--- config.mk ---
export PLATFORM = sky130hd
export DESIGN_NAME = bitmap_first_free_allocator_core
export DESIGN_NICKNAME = d
export VERILOG_FILES = /design/src/rtl/bffa_pkg.sv /design/src/rtl/bitmap_first_free_allocator_core.sv /design/src/rtl/bffa_regs.sv /design/src/rtl/bffa_ctrl.sv /design/src/rtl/bffa_dp.sv
export SDC_FILE = /design/constraint.sdc
export NUM_CORES = 2
export LEC_CHECK = 0
export BUFFER_PORTS_ARGS = -buffer_cell sky130_fd_sc_hd__buf_2
export CORE_MARGIN = 2
export CORE_UTILIZATION = 50
export CTS_CLUSTER_SIZE = 40
export DETAILED_ROUTE_END_ITERATION = 7
export PLACE_DENSITY = 0.74
export SETUP_SLACK_MARGIN = 0.15
export SLEW_MARGIN = 10
export SYNTH_ARGS = -nofsm -noshare
export SYNTH_HDL_FRONTEND = slang
export SYNTH_HIERARCHICAL = 1
export SYNTH_SLANG_ARGS = --single-unit
--- constraint.sdc ---
create_clock -name clk -period 9.5 [get_ports clk]
set_input_delay 0.95 -clock clk [delete_from_list [all_inputs] [get_ports clk]]
set_output_delay 0.95 -clock clk [all_outputs]
set_load 0.01 [all_outputs]
--- src/rtl/bffa_pkg.sv ---
`timescale 1ns / 1ps
`default_nettype none
// ----------------------------------------------------------------------------
// bffa_pkg
// shared constants, codes and controller/datapath interface types for the
// bitmap first-free allocator
// ----------------------------------------------------------------------------
package bffa_pkg;

    localparam int MAX_ENTRIES = 1024;
    localparam int WORD_BITS   = 32;
    localparam int WORD_SHIFT  = $clog2(WORD_BITS);
    localparam int WORD_COUNT  = (MAX_ENTRIES + WORD_BITS - 1) / WORD_BITS;
    localparam int WORD_AW     = $clog2(WORD_COUNT);
    localparam int ENTRY_W     = 11;
    localparam int STATUS_W    = 2;
    localparam int APB_AW      = 3;
    localparam int APB_DW      = 32;

    localparam logic [ENTRY_W-1:0] CNT_MAX = ENTRY_W'(MAX_ENTRIES);

    typedef enum logic [STATUS_W-1:0] {
        STS_OK           = 2'd0,
        STS_FULL         = 2'd1,
        STS_RANGE        = 2'd2,
        STS_ALREADY_FREE = 2'd3
    } status_t;

    localparam logic REG_ENTRY_COUNT = 1'b0;
    localparam logic REG_NUMBER_BASE = 1'b1;

    typedef enum logic [2:0] {
        ST_CLEAR,
        ST_IDLE,
        ST_SCAN,
        ST_FREE_RD,
        ST_FREE_CHK
    } state_t;

    typedef struct packed {
        logic    clear_step;
        logic    start_req;
        logic    scan_step;
        logic    alloc_commit;
        logic    free_read;
        logic    free_commit;
        logic    post;
        status_t post_status;
    } ctrl_cmd_t;

    typedef struct packed {
        logic clear_last;
        logic cnt_zero;
        logic hit;
        logic scan_fail;
        logic range_bad;
        logic bit_set;
    } dp_status_t;

endpackage : bffa_pkg
`default_nettype wire

--- src/rtl/bitmap_first_free_allocator_core.sv ---
`timescale 1ns / 1ps
`default_nettype none
// ----------------------------------------------------------------------------
// bitmap_first_free_allocator_core
// usage bitmap allocator: allocate lowest free entry or free a given entry
//
//   channel   handshake                        payload
//   request   start & !busy                    op, entry_number
//   result    done (one cycle, no stall)       status, allocated_number, free_count
//   config    psel & penable & pwrite & pready paddr, pwdata, prdata
//
// after reset a clearing pass writes the 32 bitmap words, with busy high until it ends
// allocate scans one 32-bit word per cycle and strobes the result after the first word
//   with a free entry or at the last word; zero entry count reports full, no read
// free is a one-word read-modify-write; out of range it ends before the read
// one request at a time; busy drops with the strobe; results are never held off
// ----------------------------------------------------------------------------
module bitmap_first_free_allocator_core (
    input  wire logic                          clk,
    input  wire logic                          rst_n,
    input  wire logic                          start,
    output logic                               busy,
    input  wire logic                          op,
    input  wire logic [bffa_pkg::ENTRY_W-1:0]  entry_number,
    output logic                               done,
    output logic      [bffa_pkg::STATUS_W-1:0] status,
    output logic      [bffa_pkg::ENTRY_W-1:0]  allocated_number,
    output logic      [bffa_pkg::ENTRY_W-1:0]  free_count,
    input  wire logic                          psel,
    input  wire logic                          penable,
    input  wire logic                          pwrite,
    input  wire logic [bffa_pkg::APB_AW-1:0]   paddr,
    input  wire logic [bffa_pkg::APB_DW-1:0]   pwdata,
    output logic      [bffa_pkg::APB_DW-1:0]   prdata,
    output logic                               pready
);
    import bffa_pkg::*;

    logic [ENTRY_W-1:0] entry_count;
    logic               number_base;
    ctrl_cmd_t          cmd;
    dp_status_t         dp_sts;

    bffa_regs u_regs (
        .clk         (clk),
        .rst_n       (rst_n),
        .psel        (psel),
        .penable     (penable),
        .pwrite      (pwrite),
        .paddr       (paddr),
        .pwdata      (pwdata),
        .prdata      (prdata),
        .pready      (pready),
        .entry_count (entry_count),
        .number_base (number_base)
    );

    bffa_ctrl u_ctrl (
        .clk    (clk),
        .rst_n  (rst_n),
        .start  (start),
        .op     (op),
        .dp_sts (dp_sts),
        .cmd    (cmd),
        .busy   (busy)
    );

    bffa_dp u_dp (
        .clk              (clk),
        .rst_n            (rst_n),
        .cmd              (cmd),
        .entry_number     (entry_number),
        .entry_count      (entry_count),
        .number_base      (number_base),
        .dp_sts           (dp_sts),
        .done             (done),
        .status           (status),
        .allocated_number (allocated_number),
        .free_count       (free_count)
    );

endmodule : bitmap_first_free_allocator_core
`default_nettype wire

--- src/rtl/bffa_regs.sv ---
`timescale 1ns / 1ps
`default_nettype none
// ----------------------------------------------------------------------------
// bffa_regs
// apb configuration registers: entry count and number base
// ----------------------------------------------------------------------------
module bffa_regs (
    input  wire logic                          clk,
    input  wire logic                          rst_n,
    input  wire logic                          psel,
    input  wire logic                          penable,
    input  wire logic                          pwrite,
    input  wire logic [bffa_pkg::APB_AW-1:0]   paddr,
    input  wire logic [bffa_pkg::APB_DW-1:0]   pwdata,
    output logic      [bffa_pkg::APB_DW-1:0]   prdata,
    output logic                               pready,
    output logic      [bffa_pkg::ENTRY_W-1:0]  entry_count,
    output logic                               number_base
);
    import bffa_pkg::*;

    logic [ENTRY_W-1:0] entry_count_reg;
    logic [ENTRY_W-1:0] entry_count_next;
    logic               number_base_reg;
    logic               number_base_next;
    logic               wr_en;
    logic               reg_sel;

    assign pready  = 1'b1;
    assign wr_en   = psel && penable && pwrite;
    assign reg_sel = paddr[2];

    always_comb
    begin
        entry_count_next = entry_count_reg;
        number_base_next = number_base_reg;
        if (wr_en)
        begin
            if (reg_sel == REG_ENTRY_COUNT)
                entry_count_next = pwdata[ENTRY_W-1:0];
            else
                number_base_next = pwdata[0];
        end
    end

    always_ff @(posedge clk or negedge rst_n)
    begin
        if (!rst_n)
        begin
            entry_count_reg <= CNT_MAX;
            number_base_reg <= 1'b0;
        end
        else
        begin
            entry_count_reg <= entry_count_next;
            number_base_reg <= number_base_next;
        end
    end

    always_comb
    begin
        if (reg_sel == REG_ENTRY_COUNT)
            prdata = APB_DW'(entry_count_reg);
        else
            prdata = APB_DW'(number_base_reg);
    end

    assign entry_count = entry_count_reg;
    assign number_base = number_base_reg;

endmodule : bffa_regs
`default_nettype wire

--- src/rtl/bffa_ctrl.sv ---
`timescale 1ns / 1ps
`default_nettype none
// ----------------------------------------------------------------------------
// bffa_ctrl
// sequencer for clearing, allocate scan and free read-modify-write
// ----------------------------------------------------------------------------
module bffa_ctrl (
    input  wire logic                    clk,
    input  wire logic                    rst_n,
    input  wire logic                    start,
    input  wire logic                    op,
    input  wire bffa_pkg::dp_status_t    dp_sts,
    output bffa_pkg::ctrl_cmd_t          cmd,
    output logic                         busy
);
    import bffa_pkg::*;

    state_t state_reg;
    state_t state_next;

    always_ff @(posedge clk or negedge rst_n)
    begin
        if (!rst_n)
            state_reg <= ST_CLEAR;
        else
            state_reg <= state_next;
    end

    always_comb
    begin
        state_next = state_reg;
        case (state_reg)
            ST_CLEAR:
            begin
                if (dp_sts.clear_last)
                    state_next = ST_IDLE;
            end
            ST_IDLE:
            begin
                if (start)
                    state_next = op ? ST_FREE_RD : ST_SCAN;
            end
            ST_SCAN:
            begin
                if (dp_sts.cnt_zero || dp_sts.scan_fail || dp_sts.hit)
                    state_next = ST_IDLE;
            end
            ST_FREE_RD:
            begin
                if (dp_sts.range_bad)
                    state_next = ST_IDLE;
                else
                    state_next = ST_FREE_CHK;
            end
            ST_FREE_CHK:
            begin
                state_next = ST_IDLE;
            end
            default:
            begin
                state_next = ST_IDLE;
            end
        endcase
    end

    always_comb
    begin
        cmd             = '0;
        cmd.post_status = STS_OK;
        case (state_reg)
            ST_CLEAR:
            begin
                cmd.clear_step = 1'b1;
            end
            ST_IDLE:
            begin
                cmd.start_req = start;
            end
            ST_SCAN:
            begin
                if (dp_sts.cnt_zero || dp_sts.scan_fail)
                begin
                    cmd.post        = 1'b1;
                    cmd.post_status = STS_FULL;
                end
                else if (dp_sts.hit)
                begin
                    cmd.alloc_commit = 1'b1;
                    cmd.post         = 1'b1;
                    cmd.post_status  = STS_OK;
                end
                else
                    cmd.scan_step = 1'b1;
            end
            ST_FREE_RD:
            begin
                if (dp_sts.range_bad)
                begin
                    cmd.post        = 1'b1;
                    cmd.post_status = STS_RANGE;
                end
                else
                    cmd.free_read = 1'b1;
            end
            ST_FREE_CHK:
            begin
                cmd.post = 1'b1;
                if (dp_sts.bit_set)
                begin
                    cmd.free_commit = 1'b1;
                    cmd.post_status = STS_OK;
                end
                else
                    cmd.post_status = STS_ALREADY_FREE;
            end
            default:
            begin
                cmd = '0;
            end
        endcase
    end

    assign busy = (state_reg != ST_IDLE);

endmodule : bffa_ctrl
`default_nettype wire

--- src/rtl/bffa_dp.sv ---
`timescale 1ns / 1ps
`default_nettype none
// ----------------------------------------------------------------------------
// bffa_dp
// bitmap word memory, first-free word search, usage counter and result regs
// ----------------------------------------------------------------------------
module bffa_dp (
    input  wire logic                          clk,
    input  wire logic                          rst_n,
    input  wire bffa_pkg::ctrl_cmd_t           cmd,
    input  wire logic      [bffa_pkg::ENTRY_W-1:0]  entry_number,
    input  wire logic      [bffa_pkg::ENTRY_W-1:0]  entry_count,
    input  wire logic                          number_base,
    output bffa_pkg::dp_status_t               dp_sts,
    output logic                               done,
    output logic      [bffa_pkg::STATUS_W-1:0] status,
    output logic      [bffa_pkg::ENTRY_W-1:0]  allocated_number,
    output logic      [bffa_pkg::ENTRY_W-1:0]  free_count
);
    import bffa_pkg::*;

    logic [WORD_BITS-1:0] mem [WORD_COUNT];

    logic [WORD_BITS-1:0]  rd_data_reg;
    logic [WORD_AW-1:0]    rd_addr;
    logic                  rd_en;
    logic                  wr_en;
    logic [WORD_AW-1:0]    wr_addr;
    logic [WORD_BITS-1:0]  wr_data;

    logic [WORD_AW-1:0]    clr_idx_reg;
    logic [WORD_AW:0]      scan_idx_reg;
    logic [WORD_AW-1:0]    chk_idx_reg;
    logic                  chk_valid_reg;
    logic [ENTRY_W-1:0]    num_reg;
    logic [ENTRY_W-1:0]    used_count_reg;
    logic [ENTRY_W-1:0]    used_next;

    logic                  done_reg;
    logic [STATUS_W-1:0]   status_reg;
    logic [ENTRY_W-1:0]    alloc_reg;
    logic [ENTRY_W-1:0]    free_cnt_reg;

    logic [ENTRY_W-1:0]    cnt;
    logic [ENTRY_W-1:0]    cnt_m1;
    logic [WORD_AW-1:0]    last_word;
    logic [WORD_SHIFT-1:0] last_bit;
    logic [WORD_BITS-1:0]  word_mask;
    logic [WORD_BITS-1:0]  free_bits;
    logic [WORD_BITS-1:0]  lowest;
    logic [WORD_SHIFT-1:0] bit_idx;
    logic [ENTRY_W-1:0]    granted;
    logic [ENTRY_W-1:0]    free_pos;
    logic [WORD_AW-1:0]    free_word;
    logic [WORD_SHIFT-1:0] free_bit;
    logic [WORD_BITS-1:0]  free_onehot;

    // effective entry count and last word of the scan
    assign cnt       = (entry_count > CNT_MAX) ? CNT_MAX : entry_count;
    assign cnt_m1    = cnt - ENTRY_W'(1);
    assign last_word = cnt_m1[WORD_SHIFT+WORD_AW-1:WORD_SHIFT];
    assign last_bit  = cnt_m1[WORD_SHIFT-1:0];

    always_comb
    begin
        if (chk_idx_reg == last_word)
            word_mask = {WORD_BITS{1'b1}} >> (WORD_SHIFT'(WORD_BITS - 1) - last_bit);
        else
            word_mask = {WORD_BITS{1'b1}};
    end

    assign free_bits = ~rd_data_reg & word_mask;
    assign lowest    = free_bits & (~free_bits + WORD_BITS'(1));

    always_comb
    begin
        bit_idx = '0;
        for (int j = 0; j < WORD_BITS; j++)
        begin
            if (lowest[j])
                bit_idx = bit_idx | WORD_SHIFT'(j);
        end
    end

    assign granted = ENTRY_W'({chk_idx_reg, bit_idx}) + ENTRY_W'(number_base);

    // free position decode
    assign free_pos    = num_reg - ENTRY_W'(number_base);
    assign free_word   = free_pos[WORD_SHIFT+WORD_AW-1:WORD_SHIFT];
    assign free_bit    = free_pos[WORD_SHIFT-1:0];
    assign free_onehot = WORD_BITS'(1) << free_bit;

    assign dp_sts.clear_last = (clr_idx_reg == WORD_AW'(WORD_COUNT - 1));
    assign dp_sts.cnt_zero   = (cnt == '0);
    assign dp_sts.hit        = chk_valid_reg && (free_bits != '0);
    assign dp_sts.scan_fail  = chk_valid_reg && (free_bits == '0) && (chk_idx_reg == last_word);
    assign dp_sts.range_bad  = (num_reg < ENTRY_W'(number_base)) || (free_pos >= cnt);
    assign dp_sts.bit_set    = |(rd_data_reg & free_onehot);

    // memory ports
    assign rd_en   = cmd.scan_step || cmd.free_read;
    assign rd_addr = cmd.free_read ? free_word : scan_idx_reg[WORD_AW-1:0];
    assign wr_en   = cmd.clear_step || cmd.alloc_commit || cmd.free_commit;

    always_comb
    begin
        wr_addr = clr_idx_reg;
        wr_data = '0;
        if (cmd.alloc_commit)
        begin
            wr_addr = chk_idx_reg;
            wr_data = rd_data_reg | lowest;
        end
        else if (cmd.free_commit)
        begin
            wr_addr = free_word;
            wr_data = rd_data_reg & ~free_onehot;
        end
    end

    always_ff @(posedge clk)
    begin
        if (wr_en)
            mem[wr_addr] <= wr_data;
    end

    always_ff @(posedge clk)
    begin
        if (rd_en)
            rd_data_reg <= mem[rd_addr];
    end

    always_comb
    begin
        used_next = used_count_reg;
        if (cmd.alloc_commit)
            used_next = used_count_reg + ENTRY_W'(1);
        else if (cmd.free_commit && (used_count_reg != '0))
            used_next = used_count_reg - ENTRY_W'(1);
    end

    always_ff @(posedge clk or negedge rst_n)
    begin
        if (!rst_n)
        begin
            clr_idx_reg    <= '0;
            scan_idx_reg   <= '0;
            chk_idx_reg    <= '0;
            chk_valid_reg  <= 1'b0;
            used_count_reg <= '0;
            done_reg       <= 1'b0;
        end
        else
        begin
            used_count_reg <= used_next;
            done_reg       <= cmd.post;
            if (cmd.clear_step)
                clr_idx_reg <= clr_idx_reg + WORD_AW'(1);
            if (cmd.start_req)
            begin
                scan_idx_reg  <= '0;
                chk_valid_reg <= 1'b0;
            end
            else if (cmd.scan_step)
            begin
                scan_idx_reg  <= scan_idx_reg + (WORD_AW+1)'(1);
                chk_idx_reg   <= scan_idx_reg[WORD_AW-1:0];
                chk_valid_reg <= (scan_idx_reg <= {1'b0, last_word});
            end
        end
    end

    always_ff @(posedge clk)
    begin
        if (cmd.start_req)
            num_reg <= entry_number;
        if (cmd.post)
        begin
            status_reg   <= cmd.post_status;
            alloc_reg    <= cmd.alloc_commit ? granted : '0;
            free_cnt_reg <= (cnt > used_next) ? (cnt - used_next) : '0;
        end
    end

    assign done             = done_reg;
    assign status           = status_reg;
    assign allocated_number = alloc_reg;
    assign free_count       = free_cnt_reg;

`ifndef SYNTHESIS
    a_commit_on_hit: assert property (@(posedge clk) disable iff (!rst_n)
        cmd.alloc_commit |-> (chk_valid_reg && (free_bits != '0)))
        else $error("allocate commit without a free bit in the checked word");

    a_free_after_read: assert property (@(posedge clk) disable iff (!rst_n)
        cmd.free_commit |-> $past(cmd.free_read))
        else $error("free commit without a preceding word read");

    a_used_inc: assert property (@(posedge clk) disable iff (!rst_n)
        cmd.alloc_commit |=> (used_count_reg == $past(used_count_reg) + ENTRY_W'(1)))
        else $error("used count not incremented on allocate");

    a_done_single: assert property (@(posedge clk) disable iff (!rst_n)
        done_reg |=> !done_reg)
        else $error("result strobe held for more than one cycle");
`endif

endmodule : bffa_dp
`default_nettype wire
# Word-level counts from Yosys, hierarchy flattened
# Memory sizes are Yosys's and may differ from the RTL's. A register that Yosys moved wholly into a read port is not among the register bits.
# Index checks and enable logic that the tools add are counted.
# W data, S select, Z words.
# totals
reg_bits	79
ram_bits	1024
word_cells	170
mem_count	1
# memory_table
name	depth	width	rd	rd_clocked_by_memory_dff	write_ports	line_no	text
u_dp.mem	32	32	1	1	1	bffa_dp.sv:22	logic [WORD_BITS-1:0] mem [WORD_COUNT];
# classes
n_addsub	10
order_cmp	5
n_eq_ne	12
n_shift	2
n_mux	95
bitwise	9
reduce_logical	23
# op_table
op	count
$and A32 B32 Y32	4
$mux W32	4
$mux W5	22
$not A32 Y32	3
$mux W11	7
$mux W3	19
$add A32 B1 Y32 const B	1
$logic_not A32 Y1	1
$mux W4	8
$or A32 B32 Y32	1
$reduce_bool A32 Y1	1
$reduce_or A32 Y1	1
$shl A1 B5 Y32 const A	1
$shr A32 B5 Y32 const A	1
$mux W1	23
$mux W6	3
$mux W2	7
$pmux W3 S4	1
$add A10 B1 Y11	1
$add A11 B1 Y11 const B	1
$ge A11 B11 Y1	1
$gt A11 B11 Y1	1
$gt A11 B11 Y1 const B	1
$logic_not A11 Y1	1
26 further kinds	42

# Logic depth before layout (Yosys ltp)
# logic_depth
ltp_word	42
mapped_depth	38
depth_no_buf	33

# By module
# Netlist, hierarchy kept.
# modules_own_cells
module	instances	cells_per_inst	area_per_inst_um2
bffa_dp	1	2698	47491.8
bffa_regs	1	63	765.7
bffa_ctrl	1	32	262.8

# Worst setup path after synthesis
# No wires, ideal clock.
# synth_path
path_type	flip-flop to flip-flop
start	register u_regs.entry_count_reg[10], in the netlist u_regs/entry_count[10]
end	register u_dp.free_cnt_reg[4], in the netlist u_dp/free_count[4] (data pin)
arrival_ns	6.872
slack_ns	2.373
path_stages_with_launch	34
n_path_buf	4
period_less_slack_ns	7.127
cell_sequence	dfstp_2 inv_1 buf_2 nand2_1 ha_1 buf_1 nor4b_1 a311oi_1 nand3_4 o41a_1 or3_4 nor3_2 nand2_1 nor4b_1 and3_1 nor4_1 clkbuf_1 clkbuf_1 nor3_1 a31oi_1 and2_1 ha_1 nor2b_1 o21ai_0 a21oi_1 o21ai_0 a21boi_0 o21ai_0 a21oi_1 o21ai_0 a21oi_1 o21ai_0 a21oi_1 and3b_1
# synth_rtl
element	line_no	text
start: declaration	bffa_regs.sv:22	logic [ENTRY_W-1:0] entry_count_reg;
start signal: assignment	bffa_regs.sv:55	entry_count_reg <= entry_count_next;
end signal: assignment	bffa_dp.sv:181	free_cnt_reg <= (cnt > used_next) ? (cnt - used_next) : '0;
end: declaration	bffa_dp.sv:42	logic [ENTRY_W-1:0] free_cnt_reg;

==> flow_summary_export.csv <==
group,metric,value,unit
status,status,"complete, no violations",
worst_setup_path,path_class,"flip-flop to flip-flop",
timing,slew_hr,17.8,%
timing,fin_crit_sh,90.1,%
die,start_util,50.3,%
timing,final-hold-violation-count,0,
power_and_ir_drop,cellInternalPower,10.6,mW
timing,skew,0.0682,ns
place,placed_area,0.0511,mm2
finish,largest_register_ffs,1024,
worst_setup_path,slowest_stage,"sky130_fd_sc_hd__or4_1",
routing,detail_route.first_pass.iterations,6,
place,dp.final_hpwl,73000,um
die,rows,114,
place,gp_congestion,0.989,
finish,flow.area_growth_from_synthesis,12.8,%
timing,max_transition_viols_final,0,
finish,finish.net_count,3013,
timing,timing.fmax,117,MHz
routing,post_drt_via_cell_ratio,6.33,
routing,wl_met2,59300,um
worst_setup_path,endpoint_kind,"flip-flop",
worst_setup_path,cp_common_cell,"sky130_fd_sc_hd__o21ai_0",
clocking,holdBufCountCts,0,
power_and_ir_drop,combPwrFrac,30.4,%
timing,setup_viol_count_final,0,
global_route,grt_pass1_wl,181000,um
clocking,clockRootBuffer,"sky130_fd_sc_hd__clkbuf_16",
power_and_ir_drop,switching_share,31.9,%
worst_setup_path,start_kind,"flip-flop",
worst_setup_path,worst-endpoint-required,9.97,ns
finish,post-route-util,56.8,%
synthesis,yosys_register_bits,1135,
routing,detail_route.drc_violations,0,
die,die_footprint,0.0995,mm2
synthesis,syn_area,0.0485,mm2
synthesis,synth.avg_cell_area,17.4,um2
synthesis,postSynth.asyncResetShare,3.88,%
finish,fill_cell_count,7175,
die,horizontal_extent_of_the_die,316,um
routing,final_antenna_net_count,0,
power_and_ir_drop,power.switching,4.96,mW
finish,area.sequential,0.0339,mm2
synthesis,most_used_flip_flop_cell_after_synthesis,"sky130_fd_sc_hd__edfxtp_1",
worst_setup_path,timing.critical_path.arrival,9.03,ns
timing,post-route-min-period,8.56,ns
synthesis,synth_cell_types,97,
worst_setup_path,critPathMaxFanout,22,
place,port_buffers,66,
routing,route.layer.met1.wl,48100,um
power_and_ir_drop,power.sequential.fraction,41.7,%
global_route,antenna_found_initial,5,
clocking,clk_path_buf_depth,3,
routing,wl_per_cell,28.7,um
worst_setup_path,critPathBufInv,3,
finish,finalInstanceArea,0.0547,mm2
routing,met3WireLength,11000,um
clocking,cts.sinks,1135,
timing,tightest_slew,1.23,ns
global_route,total_global_routing_overflow,0,
die,die_y,316,um
power_and_ir_drop,max-vdd-ir-drop,0.187,mV
power_and_ir_drop,pwr-share-clk,27.9,%
finish,multiInputGateArea,0.0141,mm2
worst_setup_path,timing.critical_path.slowest_cell_delay,0.81,ns
routing,drt_iter0_markers,3416,
synthesis,number_of_enable_type_register_cells_in_the_synthesized_netlist,1091,
finish,drive_above_1_share,25.6,%
clocking,cts_made_buffers,110,
global_route,total_global_routing_track_utilization,24.8,%
clocking,tritoncts,"done",
power_and_ir_drop,leakagePower,17.6,nW
global_route,number_of_global_route_vias_before_repair,27200,
clocking,clock_latency,0.72,ns
synthesis,synth-seq-area-share,69.8,%
clocking,worst_setup_hold_path_clk_slew,0.06,ns
synthesis,yosys_warnings,6,
routing,vias,27100,
synthesis,synthesis.instances,2793,
routing,wirelength,123000,um
routing,highest-signal-layer,"met4",
timing,timing.setup.tns,0,ns
die,core-area,0.0964,mm2
die,ios,112,
global_route,grt_max_degree,129,
timing,rsz0062_at_grt,"false",
power_and_ir_drop,cellPowerDensity,284,mW/mm2
job,drv.max_cap_violation_count,0,
clocking,ctsHtreeMaxLevel,3,
worst_setup_path,critPathTopFamily,"simple AND/OR/NAND/NOR gates",
min_path,hold_path.class,"input pin to flip-flop",
[cells in the mapped netlist (7+ instances only)]
master                     count  area (um2)
sky130_fd_sc_hd__nand3_1      37         185
sky130_fd_sc_hd__nor4_1       14        87.6
sky130_fd_sc_hd__clkbuf_1    107         402
sky130_fd_sc_hd__xnor2_1      16         140
sky130_fd_sc_hd__dfrtp_1      43        1080
sky130_fd_sc_hd__nor2b_1      24         150
sky130_fd_sc_hd__edfxtp_1   1091       32800
sky130_fd_sc_hd__a21oi_1     106         531
sky130_fd_sc_hd__nand2b_1     28         175
sky130_fd_sc_hd__o211ai_1     36         270
sky130_fd_sc_hd__buf_1        32         120
sky130_fd_sc_hd__or3_1        15        93.8
sky130_fd_sc_hd__inv_1        60         225
sky130_fd_sc_hd__nor3b_1      10        75.1
sky130_fd_sc_hd__a21o_1        9        67.6
sky130_fd_sc_hd__mux2_2       77         867
sky130_fd_sc_hd__a31oi_1      23         144
sky130_fd_sc_hd__and2_1       11        68.8
sky130_fd_sc_hd__ha_1         40         500
sky130_fd_sc_hd__mux2_4       10         150
sky130_fd_sc_hd__nor2_1      154         578
sky130_fd_sc_hd__o31ai_1       8        60.1
sky130_fd_sc_hd__buf_4        24         180
sky130_fd_sc_hd__mux4_2      258        5810
sky130_fd_sc_hd__a21boi_0     12        90.1
sky130_fd_sc_hd__and3_1        9        56.3
sky130_fd_sc_hd__nor3_1       37         185
sky130_fd_sc_hd__mux2i_1      77         771
sky130_fd_sc_hd__xor2_1       16         140
sky130_fd_sc_hd__o21ai_0      81         405
sky130_fd_sc_hd__and3b_1       7        61.3
sky130_fd_sc_hd__o21a_1        8        60.1
sky130_fd_sc_hd__a211oi_1      8        60.1
sky130_fd_sc_hd__nand2_1     151         567
sky130_fd_sc_hd__nand4_1      12        75.1
sky130_fd_sc_hd__buf_2         9        45.0
sky130_fd_sc_hd__or2_2         9        56.3
sky130_fd_sc_hd__a41oi_1      13         114
[metal layers]
metal / global-route usage, % / vias to the layer above
met4: 9.83 / 0
met1: 34.5 / 14000
met5: 0 / -
li1: - / 11400
met3: 4.13 / 269
met2: 39.7 / 1472
[cells in the final DEF (no fill, tap or decap), types with 11 or more instances in the layout]
cell | synthesis | routed
sky130_fd_sc_hd__nor2_4 | 1 | 34
sky130_fd_sc_hd__clkbuf_1 | 107 | 15
sky130_fd_sc_hd__conb_1 | 2 | 22
sky130_fd_sc_hd__a41oi_1 | 13 | 13
sky130_fd_sc_hd__xnor2_1 | 16 | 16
sky130_fd_sc_hd__nor2_1 | 154 | 117
sky130_fd_sc_hd__buf_2 | 9 | 66
sky130_fd_sc_hd__mux2i_1 | 77 | 77
sky130_fd_sc_hd__a31oi_1 | 23 | 23
sky130_fd_sc_hd__o211ai_1 | 36 | 36
sky130_fd_sc_hd__inv_1 | 60 | 60
sky130_fd_sc_hd__mux4_2 | 258 | 258
sky130_fd_sc_hd__bufinv_16 | 0 | 11
sky130_fd_sc_hd__buf_4 | 24 | 86
sky130_fd_sc_hd__or3_1 | 15 | 15
sky130_fd_sc_hd__buf_12 | 0 | 17
sky130_fd_sc_hd__clkinv_2 | 0 | 25
sky130_fd_sc_hd__nand2_1 | 151 | 151
sky130_fd_sc_hd__a21boi_0 | 12 | 12
sky130_fd_sc_hd__mux2_2 | 77 | 77
sky130_fd_sc_hd__clkbuf_16 | 0 | 111
sky130_fd_sc_hd__nor2b_1 | 24 | 24
sky130_fd_sc_hd__clkinv_1 | 1 | 25
sky130_fd_sc_hd__o21ai_0 | 81 | 80
sky130_fd_sc_hd__nor3_1 | 37 | 37
sky130_fd_sc_hd__and2_1 | 11 | 11
sky130_fd_sc_hd__xor2_1 | 16 | 16
sky130_fd_sc_hd__nand4_1 | 12 | 12
sky130_fd_sc_hd__edfxtp_1 | 1091 | 1091
sky130_fd_sc_hd__ha_1 | 40 | 39
sky130_fd_sc_hd__nand3_1 | 37 | 37
sky130_fd_sc_hd__nand2b_1 | 28 | 28
sky130_fd_sc_hd__a21oi_1 | 106 | 98
sky130_fd_sc_hd__nor4_1 | 14 | 12
sky130_fd_sc_hd__dfrtp_1 | 43 | 43
[timing repair]
item	in CTS	in global routing
buffers inserted	0	0
setup endpoints to repair	0	11
resized for setup	0	5
[power groups by stage]
stage	logic (mW)	clock network [mW]	registers, mW
after CTS	4.72	4.40	6.48
after floorplan	3.28	0	6.45
after global routing	5.06	4.60	6.51
final	4.72	4.34	6.48
after detailed placement	4.68	0	6.57
after global placement	4.58	0	6.54
[logic make-up after synthesis]
group / synth area share (%)
XOR/XNOR: 0.578
flip-flops: 69.8
AND/OR/NAND/NOR: 5.84
adder cells (fa/ha/maj): 1.07
multiplexers: 15.7
buffers and inverters: 2.08
AO/OA/AOI/OAI: 4.96
other: 0.0155
[through the flow]
step           power (mW)  hold WS, ns  setup WS, ns  instances
6_report             15.5        0.464         0.941       4288
5_1_grt              16.2        0.445         0.164       4287
4_1_cts              15.6        0.437         0.573       4287
3_5_place_dp         11.2        0.490         0.633       4083
3_3_place_gp         11.1        0.487         0.751       4083
2_1_floorplan        9.73        0.457          2.37       2813
[layout make-up]
class                      count  share of cell area, %
antenna                        1                0.00457
clock buffer                 126                   5.18
timing repair buffer         169                   2.40
clock inverter                78                   1.46
tap                         1276                   2.92
inverter                      61                  0.418
multi-input combinational   1442                   25.8
sequential                  1135                   61.9
[final timing paths]
path                                                    start                           endpoint  slack, ns  cells past startpoint
setup reg to reg           u_regs/entry_count[10]$_DFFE_PN1P_   u_dp/free_count[5]$_SDFFCE_PP0P_       0.94                     31
setup / recovery           u_regs/entry_count[10]$_DFFE_PN1P_   u_dp/free_count[5]$_SDFFCE_PP0P_       0.94                     31
max in group asynchronous                               rst_n  u_regs/entry_count[7]$_DFFE_PN0P_       8.39                      1
min in group asynchronous                               rst_n    u_dp/clr_idx_reg[3]$_DFFE_PN0P_       0.47                      1
hold / removal                                entry_number[0]          u_dp/num_reg[0]$_DFFE_PP_       0.46                      1
hold reg to reg               u_dp/clr_idx_reg[3]$_DFFE_PN0P_    u_dp/clr_idx_reg[3]$_DFFE_PN0P_       0.52                      1
Note: power is estimated with default switching activity, not from simulation.
